**src/hw/rtl/stia_pkg.sv**
```systemverilog
`default_nettype none

package stia_pkg;

    localparam int VALUE_BITS = 32;
    localparam int MAX_COUNT  = 255;
    localparam int OUT_BITS   = 32;
    localparam int COUNT_BITS = 8;

    localparam logic [7:0] CH_SPACE = 8'h20;
    localparam logic [7:0] CH_TAB   = 8'h09;
    localparam logic [7:0] CH_LF    = 8'h0a;
    localparam logic [7:0] CH_MINUS = 8'h2d;
    localparam logic [7:0] CH_ZERO  = 8'h30;
    localparam logic [7:0] CH_SEVEN = 8'h37;
    localparam logic [7:0] CH_NINE  = 8'h39;
    localparam logic [7:0] CH_LO_X  = 8'h78;
    localparam logic [7:0] CH_UP_X  = 8'h58;
    localparam logic [7:0] CH_LO_A  = 8'h61;
    localparam logic [7:0] CH_LO_F  = 8'h66;
    localparam logic [7:0] CH_UP_A  = 8'h41;
    localparam logic [7:0] CH_UP_F  = 8'h46;

    // Character class as decided by the front end; digit holds the
    // hex digit value whenever is_hex is set.
    typedef struct packed {
        logic       is_ws;
        logic       is_minus;
        logic       is_zero;
        logic       is_x;
        logic       is_oct;
        logic       is_dec;
        logic       is_hex;
        logic [3:0] digit;
    } char_class_t;

    function automatic logic [OUT_BITS-1:0] to_out_value(
        input logic [VALUE_BITS-1:0] mag,
        input logic                  neg
    );
        logic signed [VALUE_BITS-1:0] v;
        v = neg ? $signed(-mag) : $signed(mag);
        return OUT_BITS'(v);
    endfunction

endpackage

`default_nettype wire

```
**src/hw/rtl/stia_front.sv**
```systemverilog
`default_nettype none

module stia_front
    import stia_pkg::*;
(
    input  wire logic        clk,
    input  wire logic        rst_n,
    input  wire logic        in_valid,
    output logic             in_ready,
    input  wire logic [7:0]  ch,
    output logic             cls_valid,
    input  wire logic        cls_ready,
    output char_class_t      cls
);

    logic        valid_reg;
    logic        valid_next;
    char_class_t cls_reg;
    char_class_t cls_next;
    logic        is_lo_hex;
    logic        is_up_hex;

    assign in_ready  = !valid_reg || cls_ready;
    assign cls_valid = valid_reg;
    assign cls       = cls_reg;

    always_comb
    begin
        is_lo_hex         = (ch >= CH_LO_A) && (ch <= CH_LO_F);
        is_up_hex         = (ch >= CH_UP_A) && (ch <= CH_UP_F);
        cls_next.is_ws    = (ch == CH_SPACE) || (ch == CH_TAB) || (ch == CH_LF);
        cls_next.is_minus = (ch == CH_MINUS);
        cls_next.is_zero  = (ch == CH_ZERO);
        cls_next.is_x     = (ch == CH_LO_X) || (ch == CH_UP_X);
        cls_next.is_oct   = (ch >= CH_ZERO) && (ch <= CH_SEVEN);
        cls_next.is_dec   = (ch >= CH_ZERO) && (ch <= CH_NINE);
        cls_next.is_hex   = cls_next.is_dec || is_lo_hex || is_up_hex;
        if (cls_next.is_dec)
        begin
            cls_next.digit = ch[3:0];
        end
        else
        begin
            // Letters a-f and A-F share their low three bits: 1..6 maps to 10..15.
            cls_next.digit = 4'(4'd9 + {1'b0, ch[2:0]});
        end
        valid_next = in_ready ? in_valid : valid_reg;
    end

    always_ff @(posedge clk or negedge rst_n)
    begin
        if (!rst_n)
        begin
            valid_reg <= 1'b0;
        end
        else
        begin
            valid_reg <= valid_next;
        end
    end

    always_ff @(posedge clk)
    begin
        if (in_ready && in_valid)
        begin
            cls_reg <= cls_next;
        end
    end

endmodule

`default_nettype wire

```
**src/hw/rtl/stia_queue.sv**
```systemverilog
`default_nettype none

module stia_queue
    import stia_pkg::*;
(
    input  wire logic        clk,
    input  wire logic        rst_n,
    input  wire logic        push_valid,
    output logic             push_ready,
    input  wire char_class_t push_data,
    output logic             pop_valid,
    input  wire logic        pop_ready,
    output char_class_t      pop_data
);

    char_class_t mem [2];
    logic       wr_ptr_reg;
    logic       wr_ptr_next;
    logic       rd_ptr_reg;
    logic       rd_ptr_next;
    logic [1:0] count_reg;
    logic [1:0] count_next;
    logic       push;
    logic       pop;

    assign push_ready = (count_reg != 2'd2);
    assign pop_valid  = (count_reg != 2'd0);
    assign pop_data   = mem[rd_ptr_reg];
    assign push       = push_valid && push_ready;
    assign pop        = pop_valid && pop_ready;

    always_comb
    begin
        wr_ptr_next = push ? ~wr_ptr_reg : wr_ptr_reg;
        rd_ptr_next = pop ? ~rd_ptr_reg : rd_ptr_reg;
        count_next  = count_reg;
        if (push && !pop)
        begin
            count_next = count_reg + 2'd1;
        end
        else if (pop && !push)
        begin
            count_next = count_reg - 2'd1;
        end
    end

    always_ff @(posedge clk or negedge rst_n)
    begin
        if (!rst_n)
        begin
            wr_ptr_reg <= 1'b0;
            rd_ptr_reg <= 1'b0;
            count_reg  <= 2'd0;
        end
        else
        begin
            wr_ptr_reg <= wr_ptr_next;
            rd_ptr_reg <= rd_ptr_next;
            count_reg  <= count_next;
        end
    end

    always_ff @(posedge clk)
    begin
        if (push)
        begin
            mem[wr_ptr_reg] <= push_data;
        end
    end

endmodule

`default_nettype wire

```
**src/hw/rtl/stia_back.sv**
```systemverilog
`default_nettype none

module stia_back
    import stia_pkg::*;
(
    input  wire logic                  clk,
    input  wire logic                  rst_n,
    input  wire logic                  cls_valid,
    output logic                       cls_ready,
    input  wire char_class_t           cls,
    output logic                       out_valid,
    input  wire logic                  out_ready,
    output logic signed [OUT_BITS-1:0] value,
    output logic [COUNT_BITS-1:0]      consumed
);

    localparam logic [2:0] PH_START  = 3'd0;
    localparam logic [2:0] PH_SIGNED = 3'd1;
    localparam logic [2:0] PH_ZERO   = 3'd2;
    localparam logic [2:0] PH_HEX    = 3'd3;
    localparam logic [2:0] PH_OCT    = 3'd4;
    localparam logic [2:0] PH_DEC    = 3'd5;

    localparam logic [1:0] RAD_10 = 2'd0;
    localparam logic [1:0] RAD_8  = 2'd1;
    localparam logic [1:0] RAD_16 = 2'd2;

    localparam int CNT_BITS = $clog2(MAX_COUNT + 1);

    logic [2:0]            phase_reg;
    logic [2:0]            phase_next;
    logic [VALUE_BITS-1:0] acc_reg;
    logic [VALUE_BITS-1:0] acc_next;
    logic                  neg_reg;
    logic                  neg_next;
    logic [CNT_BITS-1:0]   count_reg;
    logic [CNT_BITS-1:0]   count_next;
    logic                  out_valid_reg;
    logic                  out_valid_next;
    logic [OUT_BITS-1:0]   value_reg;
    logic [COUNT_BITS-1:0] consumed_reg;

    logic                  take;
    logic                  accepted;
    logic [1:0]            radix;
    logic [VALUE_BITS-1:0] scaled;
    logic [VALUE_BITS-1:0] extra;
    logic                  pop;

    assign out_valid = out_valid_reg;
    assign value     = $signed(value_reg);
    assign consumed  = consumed_reg;

    // Any accepted beat (digit, prefix or leading whitespace) needs no output slot; only a terminator waits.
    assign cls_ready = accepted || !out_valid_reg || out_ready;
    assign pop       = cls_valid && cls_ready;

    always_comb
    begin
        phase_next = phase_reg;
        neg_next   = neg_reg;
        take       = 1'b0;
        accepted   = 1'b1;
        radix      = RAD_10;
        case (phase_reg)
            PH_SIGNED:
            begin
                if (cls.is_zero)
                begin
                    phase_next = PH_ZERO;
                end
                else if (cls.is_dec)
                begin
                    take       = 1'b1;
                    phase_next = PH_DEC;
                end
                else
                begin
                    accepted = 1'b0;
                end
            end
            PH_ZERO:
            begin
                radix = RAD_8;
                if (cls.is_x)
                begin
                    phase_next = PH_HEX;
                end
                else if (cls.is_oct)
                begin
                    take       = 1'b1;
                    phase_next = PH_OCT;
                end
                else
                begin
                    accepted = 1'b0;
                end
            end
            PH_HEX:
            begin
                radix    = RAD_16;
                take     = cls.is_hex;
                accepted = cls.is_hex;
            end
            PH_OCT:
            begin
                radix    = RAD_8;
                take     = cls.is_oct;
                accepted = cls.is_oct;
            end
            PH_DEC:
            begin
                take     = cls.is_dec;
                accepted = cls.is_dec;
            end
            default:
            begin
                if (cls.is_ws)
                begin
                    phase_next = PH_START;
                end
                else if (cls.is_minus)
                begin
                    neg_next   = 1'b1;
                    phase_next = PH_SIGNED;
                end
                else if (cls.is_zero)
                begin
                    phase_next = PH_ZERO;
                end
                else if (cls.is_dec)
                begin
                    take       = 1'b1;
                    phase_next = PH_DEC;
                end
                else
                begin
                    accepted = 1'b0;
                end
            end
        endcase

        case (radix)
            RAD_8:
            begin
                scaled = acc_reg << 3;
                extra  = '0;
            end
            RAD_16:
            begin
                scaled = acc_reg << 4;
                extra  = '0;
            end
            default:
            begin
                scaled = acc_reg << 3;
                extra  = acc_reg << 1;
            end
        endcase

        acc_next   = acc_reg;
        count_next = count_reg;
        out_valid_next = out_valid_reg && !out_ready;
        if (pop)
        begin
            if (accepted)
            begin
                if (take)
                begin
                    acc_next = scaled + extra + VALUE_BITS'(cls.digit);
                end
                if (count_reg < CNT_BITS'(MAX_COUNT))
                begin
                    count_next = count_reg + CNT_BITS'(1);
                end
            end
            else
            begin
                out_valid_next = 1'b1;
                phase_next     = PH_START;
                acc_next       = '0;
                neg_next       = 1'b0;
                count_next     = '0;
            end
        end
        else
        begin
            phase_next = phase_reg;
            neg_next   = neg_reg;
        end
    end

    always_ff @(posedge clk or negedge rst_n)
    begin
        if (!rst_n)
        begin
            phase_reg     <= PH_START;
            acc_reg       <= '0;
            neg_reg       <= 1'b0;
            count_reg     <= '0;
            out_valid_reg <= 1'b0;
        end
        else
        begin
            phase_reg     <= phase_next;
            acc_reg       <= acc_next;
            neg_reg       <= neg_next;
            count_reg     <= count_next;
            out_valid_reg <= out_valid_next;
        end
    end

    always_ff @(posedge clk)
    begin
        if (pop && !accepted)
        begin
            value_reg    <= to_out_value(acc_reg, neg_reg);
            consumed_reg <= COUNT_BITS'(count_reg);
        end
    end

endmodule

`default_nettype wire

```
**src/hw/rtl/string_to_integer_auto_radix.sv**
```systemverilog
`default_nettype none

// Channel   Direction  Handshake             Beat payload
// input     in         in_valid / in_ready   ch (8-bit ASCII character)
// result    out        out_valid / out_ready value (signed 32), consumed (8)
//
// One character is taken per cycle while in_ready is high; a terminating
// character passes the classify register and the queue before its result is
// offered from the result register. The accumulate step (shift plus add for
// radix 10) bounds the clock. Reset clears the parse state, the queue and
// both valid flags.
// A result held by out_ready low stalls only terminators; digit beats
// keep flowing until the two-entry queue fills.

module string_to_integer_auto_radix
    import stia_pkg::*;
(
    input  wire logic                  clk,
    input  wire logic                  rst_n,
    input  wire logic                  in_valid,
    output logic                       in_ready,
    input  wire logic [7:0]            ch,
    output logic                       out_valid,
    input  wire logic                  out_ready,
    output logic signed [OUT_BITS-1:0] value,
    output logic [COUNT_BITS-1:0]      consumed
);

    logic        f_valid;
    logic        f_ready;
    char_class_t f_cls;
    logic        q_valid;
    logic        q_ready;
    char_class_t q_cls;

    stia_front u_front (
        .clk       (clk),
        .rst_n     (rst_n),
        .in_valid  (in_valid),
        .in_ready  (in_ready),
        .ch        (ch),
        .cls_valid (f_valid),
        .cls_ready (f_ready),
        .cls       (f_cls)
    );

    stia_queue u_queue (
        .clk        (clk),
        .rst_n      (rst_n),
        .push_valid (f_valid),
        .push_ready (f_ready),
        .push_data  (f_cls),
        .pop_valid  (q_valid),
        .pop_ready  (q_ready),
        .pop_data   (q_cls)
    );

    stia_back u_back (
        .clk       (clk),
        .rst_n     (rst_n),
        .cls_valid (q_valid),
        .cls_ready (q_ready),
        .cls       (q_cls),
        .out_valid (out_valid),
        .out_ready (out_ready),
        .value     (value),
        .consumed  (consumed)
    );

endmodule

`default_nettype wire
```
**config.mk**
```make
export PLATFORM = sky130hd
export DESIGN_NAME = string_to_integer_auto_radix
export DESIGN_NICKNAME = d
export VERILOG_FILES = /design/src/hw/rtl/stia_pkg.sv /design/src/hw/rtl/stia_front.sv /design/src/hw/rtl/stia_queue.sv /design/src/hw/rtl/stia_back.sv /design/src/hw/rtl/string_to_integer_auto_radix.sv
export SDC_FILE = /design/constraint.sdc
export NUM_CORES = 1
export LEC_CHECK = 0
export BUFFER_PORTS_ARGS = -buffer_cell sky130_fd_sc_hd__buf_2
export CORE_UTILIZATION = 35
export DETAILED_ROUTE_END_ITERATION = 8
export RECOVER_POWER = 50
export SKIP_LAST_GASP = 1
export SLEW_MARGIN = 20
export SYNTH_ARGS = -nofsm -noshare
export SYNTH_HDL_FRONTEND = slang
export SYNTH_SLANG_ARGS = --single-unit
```
**constraint.sdc**
```tcl
create_clock -name clk -period 5.5 [get_ports clk]
set_input_delay 1.1 -clock clk [delete_from_list [all_inputs] [get_ports clk]]
set_output_delay 1.1 -clock clk [all_outputs]
set_load 0.01 [all_outputs]
```
Word level (Yosys, flattened, before mapping)
Memory sizes are Yosys's and may differ from the RTL's.
Index checks and enable logic that the tools add are counted.
{"block": "word_totals", "ff_bits": 101, "mem_bits_rw": 22, "in_bits": 12, "elab_cells": 133, "n_memories": 1}
{"block": "classes", "add_sub_neg": 7, "n_lt_le_gt_ge": 8, "eq_ne": 22, "n_mux": 39, "bitwise": 2, "n_reduce_logical": 35}
{"memory": "u_queue.mem", "depth": 2, "width": 11, "read_ports": 1, "rd_ports_with_merged_regs": 0, "wr": 1, "line": "stia_queue.sv:16", "source": "char_class_t mem [2];"}
{"operator": "two-way mux 32 bit", "n": 5}
{"operator": "adder 32 bit", "n": 1}
{"operator": "adder 32 x 4 -> 32 bit", "n": 1}
{"operator": "negator 32 bit", "n": 1}
{"operator": "== test 8 x 6 -> 1 bit, second input constant", "n": 3}
{"operator": "two-way mux 3 bit", "n": 7}
{"operator": "two-way mux 1 bit", "n": 18}
{"operator": "== test 8 x 4 -> 1 bit, second input constant", "n": 2}
{"operator": "== test 8 x 7 -> 1 bit, second input constant", "n": 2}
{"operator": "greater-or-equal comparator 8 x 7 -> 1 bit, second input constant", "n": 2}
{"operator": "less-or-equal comparator 8 x 6 -> 1 bit, second input constant", "n": 2}
{"operator": "less-or-equal comparator 8 x 7 -> 1 bit, second input constant", "n": 2}
{"operator": "two-way mux 8 bit", "n": 2}
{"operator": "!= test 2 bit, second input constant", "n": 6}
{"operator": "logical AND 1 bit", "n": 11}
{"operator": "case mux 1 bit (5 select lines)", "n": 2}
{"operator": "case mux 3 bit (3 select lines)", "n": 1}
{"operator": "adder 8 x 1 -> 8 bit, second input constant", "n": 1}
{"operator": "greater-or-equal comparator 8 x 6 -> 1 bit, second input constant", "n": 1}
{"operator": "logical OR 1 bit", "n": 8}
{"operator": "< comparator 8 bit, second input constant", "n": 1}
{"operator": "== test 3 x 2 -> 1 bit, second input constant", "n": 2}
{"operator": "== test 3 bit, second input constant", "n": 2}
{"operator": "zero test 1 bit", "n": 6}
{"operator": "19 further kinds", "n": 24}

Longest topological paths before layout
An unclocked memory read counts as a cell.
{"block": "depth", "depth_word": 12, "mapped_depth": 19, "mapped_depth_nobuf": 16}

By module
Synthesis repeated with hierarchy kept, for this count alone.
{"block": "hier_totals", "cells_unflattened": 826, "hier_area_um2": 8434.3}
{"module": "stia_back", "instances": 1, "cells_each": 718, "area_each_um2": 6731.5}
{"module": "stia_queue", "instances": 1, "cells_each": 52, "area_each_um2": 1003.5}
{"module": "stia_front", "instances": 1, "cells_each": 56, "area_each_um2": 699.4}

Least setup slack after synthesis
Ideal clock, no wire load.
{"block": "synth_path", "path_type": "reg2reg", "start": "reg u_back.phase_reg[1]", "end": "reg u_back.acc_reg[24]", "setup_time_ps": 135, "arrival_time_ps": 4490, "required_time_ps": 5365, "setup_slack_ps": 876, "path_stages_with_launch": 19, "n_path_buf": 3, "path_cell_list": "dfrtp_1 clkbuf_1 inv_1 nand2_1 a21o_1 ha_1 buf_1 clkbuf_1 nor2_1 fa_1 fa_1 a211oi_1 o21ai_0 a31oi_1 o221ai_1 a211o_1 a31oi_1 xor2_1 o31ai_1"}
{"block": "synth_between", "elab_chain_len": 10}
{"item": "from (decl)", "line": "stia_back.sv:30", "source": "logic [2:0] phase_reg;"}
{"item": "from (signal assigned)", "line": "stia_back.sv:205", "source": "phase_reg <= phase_next;"}
{"item": "== test 3 x 2 -> 1 bit or == test 3 bit (tied branches)", "line": "stia_back.sv:65", "source": "case (phase_reg)"}
{"item": "OR reduction 2 bit (no line)"}
{"item": "case mux 2 bit (2 select lines)", "line": "stia_back.sv:65"}
{"item": "== test 2 x 1 -> 1 bit or == test 2 bit (tied branches)", "line": "stia_back.sv:143", "source": "case (radix)"}
{"item": "OR reduction 2 bit (no line)"}
{"item": "two-way mux 32 bit", "line": "stia_back.sv:143"}
{"item": "adder 32 bit", "line": "stia_back.sv:170", "source": "acc_next = scaled + extra + VALUE_BITS'(cls.digit);"}
{"item": "adder 32 x 4 -> 32 bit", "line": "stia_back.sv:170"}
{"item": "two-way mux 32 bit", "line": "stia_back.sv:168", "source": "if (take)"}
{"item": "two-way mux 32 bit", "line": "stia_back.sv:166", "source": "if (accepted)"}
{"item": "to (signal assigned)", "line": "stia_back.sv:206", "source": "acc_reg <= acc_next;"}
{"item": "to (decl)", "line": "stia_back.sv:32", "source": "logic [VALUE_BITS-1:0] acc_reg;"}
Several ways; a longest one is shown, not always the timed one. The select of a mux whose other input is x is not followed.
A chain may end at the register's enable or synchronous reset.

Worst setup path in the final report
{"block": "layout_path", "start": "reg u_back.phase_reg[0]", "end": "reg u_back.acc_reg[24]"}
Same word-level chain as after synthesis.

==> flow_summary.yaml <==
synthesis:
  synth_top_family_by_area: "compound AO/OA/AOI/OAI gates"
  synthCells: 787
  muxShareOfSynthArea_pct: 5.477
  synth_flop_cell: "edfxtp_1"
  yosys_register_bits: 123
  synth-compound-area-share_pct: 15.24
  yosysTopAreaCell: "edfxtp_1"
  async_flop_share_pct: 40.65
  ys_types: 62
  synth_common_cells: "nand2_1 (79), edfxtp_1 (73), ha_1 (66), dfrtp_1 (50), o21ai_0 (49)"
  synth_fp_nets: 867
  yosys_warnings: 0
  yosys.cell_count.top_type: "nand2_1"
  synth-edff-count: 73
  synth_area_per_cell_um2: 10.25
  yosysSeqAreaShare_pct: 42.70
  synth_top_cell_area_share_pct: 27.18
  synthTopCellsByArea: "edfxtp_1 (27%), dfrtp_1 (16%), ha_1 (10%), xnor2_1 (5.2%), mux2_2 (4.6%)"
  synthXorXnorAreaFrac_pct: 7.820
  netlist_area_um2: 8064
  yosys.area_share.simple_pct: 14.77
  synthAdderAreaFrac_pct: 10.74
setup_path:
  slowest_delay_ps: 520
  worstPathMaxFanout: 18
  end_kind: "register"
  crit_path_cell_trace: "clkinv_1 > nor2_1 > ha_1 > buf_4 > and2_1 > ha_1 > ha_1 > fa_1 > a211oi_1 > o21ai_0 > a31oi_1 > o221ai_1 > a211o_1 > a31oi_1 > xor2_1 > o31ai_1"
  path_class: "reg2reg"
  start_kind: "register"
  worst_path_most_repeated_cell: "ha_1"
  required_ps: 5790
  crit_slowest_cell: "dfrtp_1"
  crit_arrival_ps: 5140
  critPathTopFamily: "compound AO/OA/AOI/OAI gates"
  cp_num_buf_inv: 2
  rr_startpoint: "u_back.phase_reg[0]$_DFFE_PN0P_"
  cp-startpoint: "u_back.phase_reg[0]$_DFFE_PN0P_"
power:
  ir_drop_mv: 0.2059
  pwr_density_cell_nw_per_um2: 636.4
  power_leakage_nw: 3.773
sta:
  worstMarginPinSlew_ps: 3024
  skew_ps: 11.87
  finalCritPeriodShare_pct: 88.21
  rsz0062_at_grt: "false"
  setup_viol: 0
  max_freq_ghz: 0.2061
  final.setup.tns_ps: 0
  post-route-min-period_ps: 4852
  max-slew-margin-rel_pct: -101.6
  finalHoldViolCount: 0
  drv_slew: 51
detailed_routing:
  routed_via_density: 5.229
  via_count: 5867
  drt_iter0_drc: 296
  antenna_left: 0
  totalWireLength_mm: 17.10
  remaining_drc_errors: 0
  avgRoutedWirePerCell_um: 15.24
  dr.pass1.iters: 5
job:
  max_cap_viol_count: 1
grt:
  grt_pass1_vias: 5686
  grt_overflow_total: 0
  grt_max_degree: 58
  antenna_found_initial: 0
  grt_usage_pct: 15.34
  grt_pass1_wl_mm: 29.04
cells_and_area:
  fillers: 2208
  diodes: 0
  final_core_util_pct: 40.31
  area_growth_pct: 13.17
  regArea_um2: 3443
  multiInputGateArea_um2: 4365
  design_area_um2: 9126
  nNetsFinal: 904
  layout-drive-gt1-share_pct: 14.34
clocking:
  clk_pin_slew_ps: 60
  cts.sinks: 123
  htreeDepth: 4
  post_cts_buffers: 0
  ctsHoldBuffers: 0
  root_buffer: "clkbuf_16"
  numCtsBuffers: 17
  postCtsResizedCells: 0
  clk_latency_ps: 430
  tritoncts: "yes"
  cts_buffer_depth: 2
status:
  violations: "max-capacitance violations, max-slew violations"
  status: "complete, but fails checks"
placement:
  port_buffers: 53
  hpwl_mm: 12.04
  placed_cell_area_um2: 8552
  routabilityCongestion: 0.9083
die:
  num_rows: 55
  die_h_um: 153.8
  io_pins: 54
  dieArea_um2: 23650
  start_util_pct: 35.62
  fp.dieW_um: 153.8
  coreArea_um2: 22640
hold_path:
  min_path_type: "reg2reg"
  min-delay-start: "u_front.cls[1]$_DFFE_PP_"
==> per-stage QoR <==
stage | hold WS (ps) | std cells | setup slack [ps] | power, W
finish | 447.8 | 1122 | 648.3 | 0.005808
global route | 461.3 | 1122 | 279.3 | 0.006311
detailed placement | 432.2 | 1090 | 694.4 | 0.004695
global placement | 425.3 | 1090 | 788.2 | 0.004665
floorplan | 421.5 | 787 | 875.6 | 0.003973
CTS | 444.8 | 1122 | 698.1 | 0.005869
==> report_power, final <==
part,internal (W),switching [W],total (W)
Clock,0.000678,0.000460,0.00114
Sequential,0.00147,0.000331,0.00180
Combinational,0.00117,0.00170,0.00287
Total,0.00332,0.00249,0.00581
==> cells in the final DEF (no fill, tap or decap), types with 3 or more instances in the layout <==
master	Yosys	final
nor2_1	38	38
nor2b_1	5	5
ha_1	66	66
o41ai_1	6	6
a21boi_0	3	3
o21bai_1	3	3
mux2_2	33	33
a31oi_1	5	5
clkbuf_1	27	18
nand4_1	9	9
nand3_1	11	11
and3_1	6	6
mux2i_1	7	7
edfxtp_1	73	73
inv_1	21	20
o21ai_0	49	49
o21a_1	6	5
o31ai_1	31	31
nor3_1	12	12
and2_1	34	33
nand2_1	79	79
clkbuf_16	0	17
or4_1	5	5
a21oi_1	40	40
a211oi_1	7	7
a21o_1	14	14
buf_4	2	5
nand3b_1	4	4
inv_6	0	3
clkinvlp_4	0	3
xnor2_1	48	48
o211ai_1	8	8
o221ai_1	3	3
xor2_1	24	24
or2_2	3	3
dfrtp_1	50	50
buf_2	9	37
nand2b_1	9	9
clkinv_4	0	3
nor3b_1	4	4
==> final timing paths <==
kind                                                    to  slack, ps  cells after the start
max                         u_back.acc_reg[24]$_DFFE_PN0P_        650                     16
min                            u_queue.mem[0][1]$_DFFE_PP_        450                      0
max reg2reg                 u_back.acc_reg[24]$_DFFE_PN0P_        650                     16
min reg2reg                    u_queue.mem[0][1]$_DFFE_PP_        450                      0
max in group asynchronous  u_back.count_reg[4]$_DFFE_PN0P_       2020                      2
min in group asynchronous   u_back.acc_reg[16]$_DFFE_PN0P_       1760                      2
==> cell type report <==
cell class,count,area share [%]
flip-flops and latches,123,37.73
clock inverters,14,1.782
repair buffers,59,3.140
inverters,22,0.9049
clock buffers,18,4.703
well taps,285,3.907
multi-input cells,601,47.83
==> cells by family after synthesis <==
kind of cell	count (synthesis)
AND/OR/NAND/NOR	232
XOR/XNOR	72
multiplexers	40
adder cells (fa/ha/maj)	68
flip-flops	123
AO/OA/AOI/OAI	189
buffers and inverters	63
==> metal layers <==
metal,GRT usage [%],share of wire (%),vias to the layer above
met5,0,0,-
met4,6.190,2.1,0
met3,2.452,3.2,25
met2,24.39,46,135
met1,20.81,49,2736
li1,-,-,2971
No activity file was read; power rests on OpenSTA's default activity.
